$ cat config.mk
export PLATFORM = sky130hd
export DESIGN_NAME = mbwmc_out_queue
export DESIGN_NICKNAME = d
export VERILOG_FILES = /design/src/rtl/mbwmc_pkg.sv /design/src/rtl/mbwmc_out_queue.sv
export SDC_FILE = /design/constraint.sdc
export NUM_CORES = 1
export LEC_CHECK = 0
export ABC_AREA = 1
export ABC_CLOCK_PERIOD_IN_PS = 6400
export BUFFER_PORTS_ARGS = -buffer_cell sky130_fd_sc_hd__buf_2
export CORE_MARGIN = 4
export CORE_UTILIZATION = 50
export CTS_CLUSTER_DIAMETER = 50
export DETAILED_ROUTE_END_ITERATION = 12
export GPL_TIMING_DRIVEN = 0
export PLACE_DENSITY = 0.77
export SYNTH_ARGS = -nofsm -noshare
export SYNTH_HDL_FRONTEND = slang
export SYNTH_SLANG_ARGS = --single-unit
$ cat constraint.sdc
create_clock -name clk -period 6.4 [get_ports clk]
set_input_delay 1.28 -clock clk [delete_from_list [all_inputs] [get_ports clk]]
set_output_delay 1.28 -clock clk [all_outputs]
set_load 0.03 [all_outputs]
$ cat src/rtl/mbwmc_pkg.sv
package mbwmc_pkg;

  // Reflected Modbus CRC-16 polynomial and its start value.
  localparam logic [15:0] CRC_POLY = 16'hA001;
  localparam logic [15:0] CRC_INIT = 16'hFFFF;

  // Reset values of the configuration registers.
  localparam logic [15:0] COUNT_MIN_RESET = 16'd1;
  localparam logic [15:0] COUNT_MAX_RESET = 16'd123;

  // Register indexes on the configuration port.
  localparam logic CFG_COUNT_MIN = 1'b0;
  localparam logic CFG_COUNT_MAX = 1'b1;

  // Frame positions of the header fields.
  localparam logic [8:0] POS_SLAVE      = 9'd0;
  localparam logic [8:0] POS_FCODE      = 9'd1;
  localparam logic [8:0] POS_OFFSET_HI  = 9'd2;
  localparam logic [8:0] POS_OFFSET_LO  = 9'd3;
  localparam logic [8:0] POS_COUNT_HI   = 9'd4;
  localparam logic [8:0] POS_COUNT_LO   = 9'd5;
  localparam logic [8:0] POS_BYTECOUNT  = 9'd6;
  localparam logic [8:0] HEADER_LENGTH  = 9'd7;

  typedef enum logic [2:0] {
    STATUS_OK          = 3'd0,
    STATUS_CRC_ERROR   = 3'd1,
    STATUS_COUNT_ERROR = 3'd2,
    STATUS_BELOW_MIN   = 3'd3,
    STATUS_ABOVE_MAX   = 3'd4
  } status_t;

  // One result item as it travels through the output queue.
  typedef struct packed {
    status_t     status;
    logic [7:0]  slave_address;
    logic [7:0]  function_code;
    logic [15:0] start_offset;
    logic [15:0] register_count;
    logic [7:0]  byte_count;
  } result_t;

  // Occupancy flags of the output queue.
  typedef struct packed {
    logic not_empty;
    logic full;
  } queue_flags_t;

  // One byte through the reflected CRC-16, one bit per step.
  function automatic logic [15:0] crc16_byte(input logic [15:0] crc_in,
                                             input logic [7:0]  data);
    logic [15:0] c;
    c = crc_in ^ {8'h00, data};
    for (int k = 0; k < 8; k++) begin
      c = c[0] ? ((c >> 1) ^ CRC_POLY) : (c >> 1);
    end
    return c;
  endfunction

endpackage

$ cat src/rtl/mbwmc_out_queue.sv
module mbwmc_out_queue (
  input  logic                    clk,
  input  logic                    rst,
  input  logic                    push,
  input  mbwmc_pkg::result_t      push_data,
  input  logic                    pop,
  output mbwmc_pkg::result_t      head,
  output mbwmc_pkg::queue_flags_t flags
);
  import mbwmc_pkg::*;

  result_t     slots [2];
  logic        wr_ptr;
  logic        rd_ptr;
  logic [1:0]  count;
  logic [1:0]  count_next;

  // Occupancy follows pushes and pops.
  always_comb begin
    count_next = count;
    if (push && !pop) begin
      count_next = count + 2'd1;
    end else if (pop && !push) begin
      count_next = count - 2'd1;
    end
  end

  always_ff @(posedge clk) begin
    if (rst) begin
      wr_ptr <= 1'b0;
      rd_ptr <= 1'b0;
      count  <= 2'd0;
    end else begin
      if (push) begin
        wr_ptr <= ~wr_ptr;
      end
      if (pop) begin
        rd_ptr <= ~rd_ptr;
      end
      count <= count_next;
    end
  end

  // Result slots hold payload only.
  always_ff @(posedge clk) begin
    if (push) begin
      slots[wr_ptr] <= push_data;
    end
  end

  assign head            = slots[rd_ptr];
  assign flags.not_empty = (count != 2'd0);
  assign flags.full      = (count == 2'd2);

endmodule

# Yosys cells after proc, flatten, opt, wreduce, memory -nomap -nowiden
# Memories as Yosys holds them, arrays and structs flattened. A register that Yosys moved wholly into a read port is not among the register bits.
# Index checks and enable logic that the tools add are counted.
dict set report classes {
  add_sub_neg 2
  n_eq_ne 1
  mux 6
  bitwise 2
  n_reduce_logical 6
}
# cell n
set op_table {}
lappend op_table {{$mux W1} 4}
lappend op_table {{$mux W2} 2}
lappend op_table {{$reduce_bool A2 Y1} 2}
lappend op_table {{$add A2 B1 Y2 const B} 1}
lappend op_table {{$eq A2 B2 Y1 const B} 1}
lappend op_table {{$logic_and A1 B1 Y1} 2}
lappend op_table {{$logic_not A1 Y1} 2}
lappend op_table {{$not A1 Y1} 2}
lappend op_table {{$sub A2 B1 Y2 const B} 1}
dict set report totals {
  regBits 4
  mem_bits_rw 118
  input_bits 63
  out_inout_bits 61
  elab_cells 21
  n_memories 1
}
# memory words width rd rd_ports_with_merged_regs write_ports line_no
set memory_table {}
lappend memory_table {slots 2 59 1 1 1 mbwmc_out_queue.sv:12} ;# result_t slots [2];

# Depth between registers and ports, before layout
# Gate-level depths: netlist of run 1.
dict set report logic_depth {
  ltp_word 4
  mapped_depth 8
  depth_no_buf 8
}

# Least setup slack after synthesis of run 1
# OpenSTA, ideal clock, no wires.
dict set report synth_timing {
  path_type {input port to flip-flop}
  start {in push}
  end {mem slots[0][0] (netlist bit), enable pin}
  setup_ns 0.478
  arrival_time_ns 3.795
  required_time_ns 5.922
  slack_ns 2.127
  path_stages 2
  n_path_buf 0
  cell_sequence {inv_1 nor2_1}
}
dict set report synth_via {
  elab_chain_cells 2
}
# item line_no
set synth_lines {}
lappend synth_lines {{from (decl)} mbwmc_out_queue.sv:4} ;# input logic push,
lappend synth_lines {{$mux W1} mbwmc_out_queue.sv:46} ;# if (push) begin
lappend synth_lines {{$mux W1 (not written as such)} mbwmc_out_queue.sv:47} ;# slots[wr_ptr] <= push_data;
lappend synth_lines {{to (decl)} mbwmc_out_queue.sv:12}
# No other way between the ends.

==> impl_metrics.py, run 1 <==
metrics = {
    "run_status": {
        "outcome": "finished clean",
    },
    "synth": {
        "synthesis.area_um2": 4529,
        "yosysSeqAreaShare_pct": 80.44,
        "syn_avg_cell_area_um2": 20.87,
        "synth_top_area_share_pct": 78.23,
        "ys_ff_latch": 123,
        "async_flop_share_pct": 0,
        "yosysMostFrequentCell": "edfxtp_1",
        "synth_commonest_cells": "118 x edfxtp_1, 49 x mux2_2, 10 x mux2_4",
        "synth_enable_flop_cells": 118,
        "netlist_instances": 217,
        "syn-num-nets": 281,
        "synth_area_leaders": "edfxtp_1 78%, mux2_2 12%, mux2_4 3.3%",
        "ys_types": 17,
        "yosys_warnings": 0,
        "yosys_most_used_dff": "edfxtp_1",
        "synth_top_area_cell": "edfxtp_1",
    },
    "setup_path": {
        "cp_slowest_cell": "mux2_2",
        "crit_chain": "buf_6, buf_2, mux2_2, buf_2",
        "startpoint_type": "register",
        "critPathMostFrequentCell": "buf_2",
        "arrival_ps": 1770,
        "critPathKind": "reg -> out",
        "slowest_delay_ps": 380,
        "critPathMaxFanout": 10,
        "worstPathRequired_ps": 5120,
        "r2r_slack_ps": 4710,
        "crit_path_end_kind": "output port",
    },
    "timing": {
        "finalSetupViolCount": 0,
        "tns_ps": 0,
        "period_needed_ps": 3051,
        "finalHoldViolCount": 0,
        "setup_ws_ps": 3349,
        "timing.final.crit_share_pct": 47.67,
        "slew_viol_final": 0,
        "rsz0062_at_grt": "false",
        "max_freq_mhz": 327.8,
        "tightest_slew_ps": 903.6,
        "relSlewSlack_pct": 39.62,
        "fin_skew_ps": 4.347,
    },
    "flow_run": {
        "cap_violations": 0,
    },
    "floorplan": {
        "pin_count": 124,
        "rows": 34,
        "die_y_um": 103.2,
        "start_util_pct": 51.68,
        "dieWidth_um": 103.2,
        "dieArea_um2": 10650,
        "core_area_um2": 8763,
    },
    "worst_hold_path": {
        "hold_path.class": "reg -> reg",
    },
    "drt": {
        "vias_per_cell": 4.956,
        "route.detailed.drc": 0,
        "drt.antenna.violating_nets": 0,
        "drt-wirelength-per-cell_um": 16.60,
        "drt-total-wl_mm": 7.999,
        "drt_first_pass_iters": 4,
        "drt-initial-drc-count": 78,
        "vias": 2389,
    },
    "clock_tree": {
        "postCtsResizedCells": 0,
        "cts_buffers": 17,
        "cts_max_level": 4,
        "cts_tree": "yes",
        "clk_latency_ps": 500,
        "cts_sinks": 123,
        "clk_pin_slew_ps": 60,
        "cts-root-buf": "clkbuf_8",
        "postCtsHoldBufs": 0,
        "cts_buffer_depth": 2,
        "cts_setup_buffers": 0,
    },
    "global_routing": {
        "gr-total-overflow": 0,
        "grt_pass1_vias": 2553,
        "grt_use_total_pct": 15.88,
        "grt_max_degree": 37,
        "antenna_found_initial": 0,
        "grt_pass1_wl_mm": 12.25,
    },
    "layout": {
        "drive_above_1_share_pct": 59.89,
        "post-route-util_pct": 67.50,
        "multi_input_area_um2": 802.0,
        "seqCellArea_um2": 3643,
        "area_growth_pct": 30.61,
        "num-nets-final": 425,
        "num_antenna_cells": 0,
        "fillers": 616,
    },
    "power": {
        "power_leakage_nw": 2.315,
        "ir_drop_mv": 0.1871,
        "power_density_nw_per_um2": 358.6,
    },
    "place": {
        "gp_congestion": 0.6680,
        "place_ws_ps": 3563,
        "port_buffers": 123,
        "hpwl_mm": 5.259,
    },
}
placed cells by master, fill, tap and decap left out:
cell,netlist,routed
clkinvlp_4,0,4
clkbuf_8,0,1
o21ai_0,1,1
nor3_1,1,1
buf_12,0,2
nand4_1,1,1
inv_1,9,8
buf_6,2,2
nand2_1,6,6
edfxtp_1,118,118
nand3_1,1,1
ha_1,1,1
nor2_1,6,5
clkinv_2,0,3
clkinv_4,0,2
inv_6,0,2
inv_2,0,1
buf_2,4,127
xnor2_1,1,1
bufinv_16,0,3
buf_8,1,1
clkinv_1,0,1
clkbuf_16,0,16
a21oi_1,1,1
mux2_2,49,49
mux2_4,10,10
dfxtp_1,5,5
nor2_4,0,1
layer usage:
layer | vias to the layer above | track usage, % | share of wire [%]
li1 | 1129 | - | -
met1 | 1154 | 18.44 | 39
met2 | 88 | 26.59 | 52
met3 | 18 | 6.237 | 7.8
met4 | 0 | 6.275 | 1.5
met5 | - | 0 | 0
critical path: cells and delay by family (launching register included):
kind	cells	cell delay, ps
flops	1	320
buf+inv	3	560
mux	1	380
sequential cells by signal (all words and copies together), names as in the netlist, named ones only:
name    cells
slots     118
rd_ptr      1
wr_ptr      1
count       2
cell type report:
class / instances / share of cell area [%]
flip-flops and latches: 123 / 61.59
inverters: 9 / 0.5711
clock inverters: 15 / 2.940
well taps: 108 / 2.284
plain buffers: 7 / 0.9729
repair buffers: 125 / 11.08
clock buffers: 17 / 7.001
multi-input cells: 78 / 13.56
power breakdown:
part	total (mW)	switching [mW]	internal, mW
Sequential	0.942	0.0106	0.932
Combinational	0.254	0.159	0.0952
Clock	0.925	0.333	0.592
Total	2.12	0.503	1.62
final timing paths:
check	from	endpoint	depth (start not counted)
setup / recovery	register	head[38]	4
hold / removal	rd_ptr	register	2
setup reg to reg	wr_ptr	slots[0][21]	2
hold reg to reg	rd_ptr	register	2
per-stage QoR:
stage / hold WS [ps] / power [mW] / instance area [µm²] / std cells
after floorplan: 479.9 / 1.134 / 4529 / 217
after global placement: 494.1 / 1.209 / 5280 / 448
after detailed placement: 499.9 / 1.216 / 5328 / 450
after CTS: 513.7 / 2.151 / 5916 / 482
after global routing: 555.5 / 2.213 / 5916 / 482
final: 513.8 / 2.122 / 5916 / 482
kinds of logic (layout without fill, tap and decap cells):
kind of cell / after synthesis / in the layout / share of synthesized area [%]
compound gates: 2 / 2 / 0.2208
xor+xnor: 1 / 1 / 0.1934
fa+ha+maj: 1 / 1 / 0.2762
buf+inv: 16 / 173 / 2.016
flops: 123 / 123 / 80.44
mux: 59 / 59 / 15.50
simple gates: 15 / 15 / 1.353
No activity file was read; power rests on OpenSTA's default activity.
==> run 2, diff against run 1 <==
Settings changed: ABC_CLOCK_PERIOD_IN_PS 6400 to 2700, CORE_UTILIZATION 50 to 47, PLACE_DENSITY 0.77 to 0.76.
Clock period 6.4 ns to 2.7 ns, I/O delays scaled along.
==> impl_metrics.py, run 2 (synthesis gave the netlist of run 1 again) <==
metrics = {
    "setup_path": {
        "slowest_delay_ps": 330,
        "crit_chain": "buf_6, buf_6, buf_8, mux2_4, buf_2",
        "r2r_start": "wr_ptr",
        "crit_path_end_kind": "output port",
        "critPathMostFrequentCell": "buf_6",
        "arrival_ps": 1750,
        "critPathKind": "reg -> out",
        "worstPathRequired_ps": 2160,
        "cp_slowest_cell": "dfxtp_1",
        "critPathMaxFanout": 10,
        "startpoint_type": "register",
    },
    "place": {
        "placed_area_um2": 5354,
        "hpwl_mm": 5.334,
        "port_buffers": 123,
        "gp_congestion": 0.7584,
    },
    "clock_tree": {
        "cts_buffers": 17,
        "cts_buffer_depth": 2,
        "postCtsResizedCells": 0,
        "cts-root-buf": "clkbuf_8",
        "cts_sinks": 123,
        "cts_tree": "yes",
        "cts_setup_buffers": 0,
        "clk_pin_slew_ps": 60,
        "clk_latency_ps": 490,
        "cts_max_level": 4,
        "postCtsHoldBufs": 0,
    },
    "layout": {
        "post-route-util_pct": 63.94,
        "top_register": "slots",
        "fillers": 721,
        "num_antenna_cells": 0,
        "reg_top3": "slots x118, count x2",
        "fin_area_um2": 5964,
        "area_growth_pct": 31.69,
        "mostFrequentLayoutCells": "127 x buf_2, 118 x edfxtp_1, 49 x mux2_2",
        "num-nets-final": 425,
        "largest_register_ff_count": 118,
        "final_common_cell": "buf_2",
        "drive_above_1_share_pct": 59.89,
    },
    "timing": {
        "fin_skew_ps": 4.184,
        "max_freq_mhz": 436.0,
        "period_needed_ps": 2293,
        "rsz0062_at_grt": "false",
        "holdWs_ps": 229.5,
        "finalSetupViolCount": 0,
        "timing.final.crit_share_pct": 84.94,
        "tns_ps": 0,
        "tightest_slew_ps": 902.9,
        "finalHoldViolCount": 0,
        "slew_viol_final": 0,
        "relSlewSlack_pct": 39.66,
    },
    "drt": {
        "route.detailed.drc": 0,
        "drt_first_pass_iters": 5,
        "drt-total-wl_mm": 8.040,
        "drt-wirelength-per-cell_um": 15.98,
        "vias_per_cell": 4.811,
        "drt.antenna.violating_nets": 0,
        "drt-initial-drc-count": 102,
        "vias": 2420,
    },
    "floorplan": {
        "dieWidth_um": 106.2,
        "rows": 35,
        "dieArea_um2": 11270,
        "die_y_um": 106.2,
        "core_area_um2": 9328,
        "pin_count": 124,
        "start_util_pct": 48.56,
    },
    "global_routing": {
        "grt_max_degree": 37,
        "grt_pass1_wl_mm": 12.57,
        "grt_use_total_pct": 14.82,
        "antenna_found_initial": 0,
        "grt_pass1_vias": 2605,
        "gr-total-overflow": 0,
    },
    "run_status": {
        "outcome": "finished clean",
    },
    "power": {
        "power_leakage_nw": 2.329,
        "total_power_mw": 5.120,
        "power_density_nw_per_um2": 858.4,
        "ir_drop_mv": 0.4848,
    },
    "flow_run": {
        "cap_violations": 0,
    },
    "worst_hold_path": {
        "min_from": "push_data[38]",
        "hold_path.class": "in -> reg",
    },
}
[run 2: stage by stage]
stage | setup WS, ps | instances
global placement | -780.4 | 469
finish | 406.7 | 503
global route | 317.1 | 503
floorplan | 186.4 | 217
CTS | 363.0 | 503
detailed placement | 571.4 | 471
[run 2: layer usage]
metal	wire length, µm	track usage [%]	share of wire [%]
met1	3148	17.06	39
met2	4235	25.52	53
met3	625	5.829	7.8
met4	31	4.440	0.39
met5	0	0	0
[run 2: critical path, delay by kind of cell (launching register included)]
family | cells | cell delay, ps
buffers and inverters | 4 | 610
muxes | 1 | 310
DFF | 1 | 330
[run 2: final cells by class]
class | instances | area [µm²] | area share, %
clock buffers | 17 | 414.1 | 6.944
multi-input cells | 78 | 802.0 | 13.45
well taps | 129 | 161.4 | 2.706
repair buffers | 125 | 655.6 | 10.99
flip-flops and latches | 123 | 3643 | 61.09
clock inverters | 15 | 196.4 | 3.293
plain buffers | 7 | 57.56 | 0.9650
inverters | 9 | 33.78 | 0.5664
[run 2: power breakdown]
group	switching, mW	leakage, nW	internal (mW)	total, mW
Combinational	0.378	0.888	0.226	0.604
Clock	0.785	0.292	1.50	2.28
Sequential	0.0257	1.15	2.21	2.23
Total	1.19	2.33	3.93	5.12
[run 2: worst paths after layout]
kind	end	slack [ps]	cells past startpoint
setup / recovery	head[52]	410	5
hold / removal	slots[1][38]	230	1
setup reg to reg	slots[0][11]	1030	2
hold reg to reg	rd_ptr	520	2
